**config.mk**
```make
export PLATFORM = sky130hd
export DESIGN_NAME = pressure_ema_with_zero_calibration
export DESIGN_NICKNAME = d
export VERILOG_FILES = /design/src/hw/rtl/pema_pkg.sv /design/src/hw/rtl/pressure_ema_with_zero_calibration.sv
export SDC_FILE = /design/constraint.sdc
export NUM_CORES = 1
export LEC_CHECK = 0
export BUFFER_PORTS_ARGS = -buffer_cell sky130_fd_sc_hd__buf_2
export CAP_MARGIN = 10
export CORE_MARGIN = 4
export CORE_UTILIZATION = 38
export DETAILED_ROUTE_END_ITERATION = 6
export PLACE_DENSITY = 0.58
export SKIP_CTS_REPAIR_TIMING = 1
export SYNTH_ARGS = -nofsm -noshare
export SYNTH_HDL_FRONTEND = slang
export SYNTH_SLANG_ARGS = --single-unit
export TNS_END_PERCENT = 5
```
**constraint.sdc**
```tcl
create_clock -name clk -period 11.5 [get_ports clk]
set_input_delay 0.575 -clock clk [delete_from_list [all_inputs] [get_ports clk]]
set_output_delay 0.575 -clock clk [all_outputs]
set_load 0.005 [all_outputs]
```
**src/hw/rtl/pema_pkg.sv**
```systemverilog
// ----------------------------------------------------------------------------
// pema_pkg: shared constants for the pressure EMA block
// Calibration run length, datapath widths, step counts of the serial units
// and configuration register indexes.
// ----------------------------------------------------------------------------
package pema_pkg;

  // Calibration run length and acceptance threshold
  localparam int CAL_SAMPLES = 200;
  localparam int CAL_HALF    = CAL_SAMPLES / 2;

  // Widths fixed by the field and state definitions
  localparam int CNT_W  = 11;
  localparam int ACC_W  = 27;
  localparam int DIVD_W = ACC_W - 1;   // magnitude plus rounding term
  localparam int STEP_W = 5;

  // Bit-serial unit step counts
  localparam int MUL_STEPS = 16;       // one per gain bit
  localparam int EMA_STEPS = 9;        // one per alpha bit
  localparam int DIV_STEPS = DIVD_W;   // one quotient bit per step

  localparam logic [STEP_W-1:0] MUL_LAST = STEP_W'(MUL_STEPS - 1);
  localparam logic [STEP_W-1:0] EMA_LAST = STEP_W'(EMA_STEPS - 1);
  localparam logic [STEP_W-1:0] DIV_LAST = STEP_W'(DIV_STEPS - 1);

  // Configuration register indexes
  localparam int CFG_IDX_W = 3;
  localparam logic [CFG_IDX_W-1:0] REG_GAIN     = 3'd0;
  localparam logic [CFG_IDX_W-1:0] REG_ALPHA    = 3'd1;
  localparam logic [CFG_IDX_W-1:0] REG_CLAMP_HI = 3'd2;
  localparam logic [CFG_IDX_W-1:0] REG_CLAMP_LO = 3'd3;
  localparam logic [CFG_IDX_W-1:0] REG_POLARITY = 3'd4;

  // Register reset values
  localparam logic [15:0] GAIN_RST     = 16'd22904;
  localparam logic [8:0]  ALPHA_RST    = 9'd77;
  localparam logic [15:0] CLAMP_HI_RST = 16'sd20480;
  localparam logic [15:0] CLAMP_LO_RST = -16'sd20480;

endpackage

```
**src/hw/rtl/pressure_ema_with_zero_calibration.sv**
```systemverilog
// ----------------------------------------------------------------------------
// pressure_ema_with_zero_calibration: pressure conversion, EMA and zero cal
// Converts 12-bit differential pressure codes to 1/256 cmH2O, removes the
// zero offset, clamps, filters with an EMA and runs zero calibration.
// ----------------------------------------------------------------------------
// One request is worked on at a time. After acceptance the conversion product
// comes from a bit-serial shift-add multiplier (one gain bit per step), then
// a state for polarity, offset and clamp and a state that loads the output
// register once it is free. A valid measure request adds a serial EMA multiply
// and an update state. A failed measure read or a calibration request skips
// the EMA; the request that ends a run adds a run-end check, and an accepted
// run adds a restoring divider (one quotient bit per step) and a sign step.
// in_stall is high while a request is in work and drops as the result is
// loaded, so the next request can be taken as soon as it drops; the result
// sits in an output register, so a new request may be taken while the
// previous result still waits on out_stall.
module pressure_ema_with_zero_calibration
  import pema_pkg::*;
(
  input  logic                 clk,
  input  logic                 rst_n,
  // configuration write port
  input  logic                 cfg_we,
  input  logic [CFG_IDX_W-1:0] cfg_index,
  input  logic [15:0]          cfg_wdata,
  // input channel
  input  logic                 in_valid,
  output logic                 in_stall,
  input  logic                 in_mode,
  input  logic [11:0]          in_sample,
  input  logic                 in_read_ok,
  // result channel
  output logic                 out_valid,
  input  logic                 out_stall,
  output logic signed [15:0]   out_filtered_pressure,
  output logic signed [15:0]   out_instant_pressure,
  output logic signed [15:0]   out_offset_now,
  output logic                 out_cal_finished,
  output logic                 out_offset_accepted
);

  typedef enum logic [8:0] {
    S_IDLE   = 9'b000000001,
    S_MUL    = 9'b000000010,
    S_CLAMP  = 9'b000000100,
    S_EMA    = 9'b000001000,
    S_EMAUPD = 9'b000010000,
    S_CALEND = 9'b000100000,
    S_DIV    = 9'b001000000,
    S_DIVEND = 9'b010000000,
    S_OUT    = 9'b100000000
  } state_t;

  // Configuration registers
  logic [15:0]        gain_r;
  logic [8:0]         alpha_r;
  logic signed [15:0] clamp_hi_r;
  logic signed [15:0] clamp_lo_r;
  logic               pol_r;

  // Control and datapath registers
  state_t             state_r, state_nxt;
  logic [STEP_W-1:0]  step_r, step_nxt;
  logic               mode_r, mode_nxt;
  logic               ok_r, ok_nxt;
  logic signed [16:0] mcand_r, mcand_nxt;
  logic signed [17:0] mul_hi_r, mul_hi_nxt;
  logic [15:0]        mul_lo_r, mul_lo_nxt;
  logic [10:0]        rem_r, rem_nxt;
  logic [DIVD_W-1:0]  quo_r, quo_nxt;
  logic signed [15:0] inst_r, inst_nxt;
  logic               fin_r, fin_nxt;
  logic               accp_r, accp_nxt;

  // Filter and calibration state
  logic signed [15:0]      ema_r, ema_nxt;
  logic signed [15:0]      offset_r, offset_nxt;
  logic signed [ACC_W-1:0] acc_r, acc_nxt;
  logic [CNT_W-1:0]        cnt_r, cnt_nxt;
  logic [CNT_W-1:0]        vcnt_r, vcnt_nxt;

  // Output register
  logic               out_valid_r, out_valid_nxt;
  logic signed [15:0] out_fp_r, out_fp_nxt;
  logic signed [15:0] out_ip_r, out_ip_nxt;
  logic signed [15:0] out_off_r, out_off_nxt;
  logic               out_fin_r, out_fin_nxt;
  logic               out_accp_r, out_accp_nxt;

  // Datapath intermediates
  logic               in_take;
  logic               out_free;
  logic signed [13:0] diff_code;
  logic signed [17:0] mul_sum;
  logic signed [18:0] conv_p;
  logic signed [18:0] pol_p;
  logic signed [18:0] off_p;
  logic signed [18:0] hi_p;
  logic signed [18:0] lo_p;
  logic signed [15:0] inst_val;
  logic [8:0]         alpha_eff;
  logic signed [16:0] ema_diff;
  logic signed [26:0] ema_prod;
  logic signed [26:0] ema_rnd;
  logic signed [18:0] ema_sum;
  logic [CNT_W-1:0]   cnt_inc;
  logic [ACC_W-1:0]   acc_mag;
  logic [DIVD_W-1:0]  dividend;
  logic [11:0]        trial;
  logic [11:0]        trial_sub;
  logic               trial_ge;
  logic [16:0]        quo_neg;

  // Configuration writes
  always_ff @(posedge clk) begin
    if (!rst_n) begin
      gain_r     <= GAIN_RST;
      alpha_r    <= ALPHA_RST;
      clamp_hi_r <= CLAMP_HI_RST;
      clamp_lo_r <= CLAMP_LO_RST;
      pol_r      <= 1'b0;
    end else if (cfg_we) begin
      unique case (cfg_index)
        REG_GAIN:     gain_r     <= cfg_wdata;
        REG_ALPHA:    alpha_r    <= cfg_wdata[8:0];
        REG_CLAMP_HI: clamp_hi_r <= cfg_wdata;
        REG_CLAMP_LO: clamp_lo_r <= cfg_wdata;
        REG_POLARITY: pol_r      <= cfg_wdata[0];
        default: ;
      endcase
    end
  end

  // Handshake
  assign in_stall  = (state_r != S_IDLE);
  assign in_take   = in_valid && !in_stall;
  assign out_free  = !out_valid_r || !out_stall;
  assign out_valid = out_valid_r;

  assign out_filtered_pressure = out_fp_r;
  assign out_instant_pressure  = out_ip_r;
  assign out_offset_now        = out_off_r;
  assign out_cal_finished      = out_fin_r;
  assign out_offset_accepted   = out_accp_r;

  // Centered ADC code: 2*sample - 4095
  assign diff_code = $signed({1'b0, in_sample, 1'b0}) - 14'sd4095;

  // Shared shift-add step: add multiplicand on multiplier LSB
  assign mul_sum = mul_lo_r[0] ? (mul_hi_r + {mcand_r[16], mcand_r}) : mul_hi_r;

  // Conversion product bits 29:12 give the floor of product / 4096
  assign conv_p = {mul_hi_r[13], mul_hi_r[13:0], mul_lo_r[15:12]};
  assign pol_p  = pol_r ? -conv_p : conv_p;
  assign off_p  = mode_r ? pol_p : (pol_p - {{3{offset_r[15]}}, offset_r});

  // Upper limit first, then lower limit
  assign hi_p     = (off_p > $signed({{3{clamp_hi_r[15]}}, clamp_hi_r}))
                    ? {{3{clamp_hi_r[15]}}, clamp_hi_r} : off_p;
  assign lo_p     = (hi_p < $signed({{3{clamp_lo_r[15]}}, clamp_lo_r}))
                    ? {{3{clamp_lo_r[15]}}, clamp_lo_r} : hi_p;
  assign inst_val = ok_r ? lo_p[15:0] : 16'sd0;

  // EMA as ema + round(alpha * (inst - ema) / 256)
  assign alpha_eff = (alpha_r > 9'd256) ? 9'd256 : alpha_r;
  assign ema_diff  = {inst_val[15], inst_val} - {ema_r[15], ema_r};
  assign ema_prod  = {mul_hi_r, mul_lo_r[15:7]};
  assign ema_rnd   = ema_prod + 27'sd128;
  assign ema_sum   = {{3{ema_r[15]}}, ema_r} + ema_rnd[26:8];

  // Calibration count and rounded-mean dividend
  assign cnt_inc  = cnt_r + CNT_W'(1);
  assign acc_mag  = acc_r[ACC_W-1] ? (-acc_r) : acc_r;
  assign dividend = acc_mag[DIVD_W-1:0] + DIVD_W'(vcnt_r[CNT_W-1:1]);

  // Restoring divide step
  assign trial     = {rem_r, quo_r[DIVD_W-1]};
  assign trial_ge  = (trial >= {1'b0, vcnt_r});
  assign trial_sub = trial - {1'b0, vcnt_r};
  assign quo_neg   = -quo_r[16:0];

  // Sequencer
  always_comb begin
    state_nxt     = state_r;
    step_nxt      = step_r;
    mode_nxt      = mode_r;
    ok_nxt        = ok_r;
    mcand_nxt     = mcand_r;
    mul_hi_nxt    = mul_hi_r;
    mul_lo_nxt    = mul_lo_r;
    rem_nxt       = rem_r;
    quo_nxt       = quo_r;
    inst_nxt      = inst_r;
    fin_nxt       = fin_r;
    accp_nxt      = accp_r;
    ema_nxt       = ema_r;
    offset_nxt    = offset_r;
    acc_nxt       = acc_r;
    cnt_nxt       = cnt_r;
    vcnt_nxt      = vcnt_r;
    out_valid_nxt = out_valid_r && out_stall;
    out_fp_nxt    = out_fp_r;
    out_ip_nxt    = out_ip_r;
    out_off_nxt   = out_off_r;
    out_fin_nxt   = out_fin_r;
    out_accp_nxt  = out_accp_r;

    unique case (state_r)
      // Take a request and load the conversion multiply
      S_IDLE: begin
        if (in_take) begin
          mode_nxt   = in_mode;
          ok_nxt     = in_read_ok;
          mcand_nxt  = {{3{diff_code[13]}}, diff_code};
          mul_hi_nxt = 18'sd0;
          mul_lo_nxt = gain_r;
          step_nxt   = MUL_LAST;
          fin_nxt    = 1'b0;
          accp_nxt   = 1'b0;
          state_nxt  = S_MUL;
        end
      end

      // Advance one multiplier bit; also serves the EMA multiply
      S_MUL, S_EMA: begin
        {mul_hi_nxt, mul_lo_nxt} = {mul_sum[17], mul_sum, mul_lo_r[15:1]};
        step_nxt = step_r - STEP_W'(1);
        if (step_r == '0) begin
          state_nxt = (state_r == S_MUL) ? S_CLAMP : S_EMAUPD;
        end
      end

      // Polarity, offset, clamp; branch on mode
      S_CLAMP: begin
        inst_nxt = inst_val;
        if (!mode_r) begin
          if (ok_r) begin
            mcand_nxt  = ema_diff;
            mul_hi_nxt = 18'sd0;
            mul_lo_nxt = {7'd0, alpha_eff};
            step_nxt   = EMA_LAST;
            state_nxt  = S_EMA;
          end else begin
            state_nxt = S_OUT;
          end
        end else begin
          acc_nxt  = acc_r + {{(ACC_W-16){inst_val[15]}}, inst_val};
          vcnt_nxt = vcnt_r + CNT_W'(ok_r);
          cnt_nxt  = cnt_inc;
          state_nxt = (cnt_inc >= CNT_W'(CAL_SAMPLES)) ? S_CALEND : S_OUT;
        end
      end

      // Fold the rounded product into the EMA
      S_EMAUPD: begin
        ema_nxt   = ema_sum[15:0];
        state_nxt = S_OUT;
      end

      // End of run: divide if enough valid samples, else drop the offset
      S_CALEND: begin
        fin_nxt = 1'b1;
        if (vcnt_r > CNT_W'(CAL_HALF)) begin
          rem_nxt   = '0;
          quo_nxt   = dividend;
          step_nxt  = DIV_LAST;
          state_nxt = S_DIV;
        end else begin
          offset_nxt = 16'sd0;
          acc_nxt    = '0;
          cnt_nxt    = '0;
          vcnt_nxt   = '0;
          state_nxt  = S_OUT;
        end
      end

      // One quotient bit per cycle
      S_DIV: begin
        rem_nxt  = trial_ge ? trial_sub[10:0] : trial[10:0];
        quo_nxt  = {quo_r[DIVD_W-2:0], trial_ge};
        step_nxt = step_r - STEP_W'(1);
        if (step_r == '0) begin
          state_nxt = S_DIVEND;
        end
      end

      // Apply sign, store offset, clear the run
      S_DIVEND: begin
        offset_nxt = acc_r[ACC_W-1] ? quo_neg[15:0] : quo_r[15:0];
        accp_nxt   = 1'b1;
        acc_nxt    = '0;
        cnt_nxt    = '0;
        vcnt_nxt   = '0;
        state_nxt  = S_OUT;
      end

      // Hold until the output register is free
      S_OUT: begin
        if (out_free) begin
          out_valid_nxt = 1'b1;
          out_fp_nxt    = ema_r;
          out_ip_nxt    = inst_r;
          out_off_nxt   = offset_r;
          out_fin_nxt   = fin_r;
          out_accp_nxt  = accp_r;
          state_nxt     = S_IDLE;
        end
      end

      default: state_nxt = S_IDLE;
    endcase
  end

  // Control and state registers
  always_ff @(posedge clk) begin
    if (!rst_n) begin
      state_r     <= S_IDLE;
      out_valid_r <= 1'b0;
      ema_r       <= '0;
      offset_r    <= '0;
      acc_r       <= '0;
      cnt_r       <= '0;
      vcnt_r      <= '0;
    end else begin
      state_r     <= state_nxt;
      out_valid_r <= out_valid_nxt;
      ema_r       <= ema_nxt;
      offset_r    <= offset_nxt;
      acc_r       <= acc_nxt;
      cnt_r       <= cnt_nxt;
      vcnt_r      <= vcnt_nxt;
    end
  end

  // Payload registers
  always_ff @(posedge clk) begin
    step_r     <= step_nxt;
    mode_r     <= mode_nxt;
    ok_r       <= ok_nxt;
    mcand_r    <= mcand_nxt;
    mul_hi_r   <= mul_hi_nxt;
    mul_lo_r   <= mul_lo_nxt;
    rem_r      <= rem_nxt;
    quo_r      <= quo_nxt;
    inst_r     <= inst_nxt;
    fin_r      <= fin_nxt;
    accp_r     <= accp_nxt;
    out_fp_r   <= out_fp_nxt;
    out_ip_r   <= out_ip_nxt;
    out_off_r  <= out_off_nxt;
    out_fin_r  <= out_fin_nxt;
    out_accp_r <= out_accp_nxt;
  end

`ifndef SYNTHESIS
  // An accepted offset is only reported with the end of a run
  assert property (@(posedge clk) disable iff (!rst_n)
    out_valid && out_offset_accepted |-> out_cal_finished)
    else $error("offset accepted without end of calibration run");

  // Between requests the run count is below the run length
  assert property (@(posedge clk) disable iff (!rst_n)
    state_r == S_IDLE |-> cnt_r < CNT_W'(CAL_SAMPLES))
    else $error("calibration count not cleared at end of run");

  // Valid samples never outnumber counted samples
  assert property (@(posedge clk) disable iff (!rst_n)
    vcnt_r <= cnt_r)
    else $error("valid count exceeds sample count");

  // An accepted request starts the conversion multiply
  assert property (@(posedge clk) disable iff (!rst_n)
    in_valid && !in_stall |=> state_r == S_MUL && step_r == MUL_LAST)
    else $error("accepted request did not start conversion");
`endif

endmodule

```
==> flow_summary_export.csv <==
group,metric,value,unit
min_path,hold_class,"input pin to flop",
power,p_leak,9.15,nW
finish,area_delta_synth_final,12.7,%
floorplanning,die_area,57300,µm²
power,switching_share,0.314,
timing,fin_crit_sh,0.935,
finish,nets,2568,
power,p_seq_frac,0.360,
floorplanning,dieHeight,239,µm
synth,synth_fp_nets,2496,
global_routing,overflow,0,
global_routing,antenna_found_initial,1,
clock_network,cts_tree,"done",
synth,synth_top_area_frac,0.239,
route,drcViolationCount,0,
timing,tns,0,ps
floorplanning,initial_core_util,0.385,
synth,ys_seq_area_frac,0.386,
timing,fin_skew,17.4,ps
placed_design,placed_cell_area,21500,µm²
route,routedWlPerCell,18.9,µm
power,p_sw,1.08,mW
run_status,status,"complete, no violations",
power,p_per_area,150,nW/µm²
clock_network,cts-root-buf,"clkbuf_16",
finish,final_cell_mix,"nand2_1 (317), edfxtp_1 (162), ha_1 (159)",
critical_path,crit_buf_inv,4,
global_routing,grt_usage,0.197,
synth,synth_seq_cells,311,
finish,diodes,0,
synth,yosys-top-cells-area,"edfxtp_1 (24%), dfxtp_1 (15%), ha_1 (9.8%)",
power,internal-power,2.36,mW
floorplanning,io_pins,90,
timing,max_freq,93.0,MHz
route,drt_iter0_markers,1190,
power,ir_drop,0.0799,mV
synth,ys.flop_type,"edfxtp_1",
timing,post-route-min-period,10750,ps
route,postRouteAntennaNets,0,
timing,finalHoldViolCount,0,
critical_path,cp_max_fo,10,
timing,setup_viol,0,
critical_path,critPathKind,"flop to flop",
placed_design,dp_slack,313,ps
floorplanning,die-width,239,µm
synth,synthCells,2292,
timing,worst_pin_slew,1010,ps
synth,netlist_area,20300,µm²
floorplanning,num_rows,84,
critical_path,max_stage_delay,590,ps
critical_path,startpoint_type,"flop",
timing,slew_violations,0,
synth,yosys.area.top_type,"edfxtp_1",
clock_network,clkTransAtPathRegs,60,ps
critical_path,arrival,11050,ps
clock_network,clock_latency,550,ps
synth,synth-edff-count,162,
placed_design,place_congestion,0.948,
clock_network,cts_sinks,311,
global_routing,grt_pass1_vias,15556,
placed_design,numPortBuffers,89,
critical_path,crit_required,11800,ps
critical_path,crit_path_end_kind,"flop",
finish,layout_commonest_cell,"nand2_1",
global_routing,grt_pass1_wl,89.0,mm
floorplanning,design.core.area,52800,µm²
critical_path,crit_slowest_cell,"or4_1",
synth,synthArstFlopShare,0,
synth,ys_warn_count,0,
global_routing,grt_start_max_net_pins,95,
timing,relSlewSlack,0.329,
flow_run,cap_violations,0,
clock_network,numCtsBuffers,37,
route,vias,16723,
clock_network,cts_max_path_buffers,3,
finish,drive_gt1_frac,0.0920,
timing,rsz0062_at_grt,"no",
finish,utilization,0.434,
finish,final_area,22900,µm²
power,comb_power_share,0.276,
clock_network,h-tree-depth,2,
critical_path,path_delay_family,"compound AO/OA/AOI/OAI gates",
route,first_pass_iters,5,
power,power.total,3.44,mW
route,vias_per_cell,5.43,
synth,synth.distinct_cells,69,
placed_design,hpwl,43.9,mm
timing,fin_ws,748,ps
synth,avgSynthCellArea,8.87,µm²
route,wl,58.2,mm
power,clockPowerShare,0.364,
critical_path,crit_path_frequent_cell,"o21ai_0",
-- power groups by stage --
| stage | combinational [mW] | sequential, mW | clock (mW) |
|---|---|---|---|
| after global placement | 0.911 | 1.26 | 0 |
| after CTS | 0.928 | 1.24 | 1.29 |
| after detailed placement | 0.923 | 1.26 | 0 |
| after global routing | 1.05 | 1.24 | 1.33 |
| final | 0.948 | 1.24 | 1.25 |
| after floorplan | 0.689 | 1.23 | 0 |
-- cells in the mapped netlist (4+ instances only) --
cell,instances
a211oi_1,11
a21boi_0,64
a21o_1,34
a21oi_1,125
a22oi_1,46
a31oi_1,12
a41oi_1,4
and2_1,18
and3_1,23
buf_1,7
buf_2,4
clkbuf_1,81
dfxtp_1,149
edfxtp_1,162
fa_1,7
ha_1,159
inv_1,133
mux2_2,16
mux2i_1,28
nand2_1,317
nand2b_1,25
nand3_1,73
nand3b_1,23
nand4_1,16
nand4b_1,6
nor2_1,141
nor2b_1,68
nor3_1,50
nor3b_1,8
nor4_1,10
o2111ai_1,4
o211a_1,5
o211ai_1,12
o21a_1,16
o21ai_0,136
o21bai_1,15
o31a_1,10
o31ai_1,28
o41ai_1,8
or2_2,6
or3_1,18
or4_1,5
xnor2_1,102
xor2_1,72
-- stage by stage --
step | instances | hold WS, ps
after floorplan | 2292 | 400
after global placement | 3005 | 404
after detailed placement | 3005 | 405
after CTS | 3072 | 179
after global routing | 3080 | 185
final | 3080 | 214
-- state kept, by name (all words and copies together), names as in the netlist, 17 cells and up --
name	flops
quo_r	26
mcand_r	17
acc_r	27
mul_hi_r	17
-- path summary, 6_finish.rpt --
check	slack (ps)	endpoint	depth (start not counted)	startpoint
hold / removal	210	ok_r$_DFFE_PP_	1	in_read_ok
hold reg to reg	420	out_instant_pressure[2]$_DFFE_PP_	0	inst_r[2]$_DFFE_PP_
setup / recovery	750	mcand_r[13]$_DFFE_PP_	47	mul_hi_r[4]$_SDFFCE_PP0P_
setup reg to reg	750	mcand_r[13]$_DFFE_PP_	47	mul_hi_r[4]$_SDFFCE_PP0P_
-- cell families (layout without fill, tap and decap cells) --
group                    Yosys count  count (layout)  synth area share
AND/OR/NAND/NOR                  812             812             0.190
AO/OA/AOI/OAI                    557             557             0.179
flip-flops                       311             311             0.386
buffers and inverters            227             327            0.0423
XOR/XNOR                         174             174            0.0750
adder cells (fa/ha/maj)          166             166             0.105
multiplexers                      45              45            0.0233
-- area by class of cell --
| class | count | area, µm² |
|---|---|---|
| inverters | 134 | 503 |
| repair buffers | 126 | 726 |
| clock buffers | 54 | 1040 |
| multi-input cells | 1754 | 11700 |
| fillers | 5132 | 29800 |
| clock inverters | 13 | 229 |
| well taps | 688 | 861 |
| flip-flops and latches | 311 | 7850 |
-- layer usage --
| metal | wire length [µm] | global-route usage | vias up | share of wire |
|---|---|---|---|---|
| li1 | - | - | 8297 | - |
| met1 | 27400 | 0.277 | 7930 | 0.47 |
| met2 | 25900 | 0.314 | 421 | 0.45 |
| met3 | 3260 | 0.0303 | 75 | 0.056 |
| met4 | 1660 | 0.0591 | 0 | 0.028 |
| met5 | 0 | 0 | - | 0 |
Power figures use the tool's default switching activity.
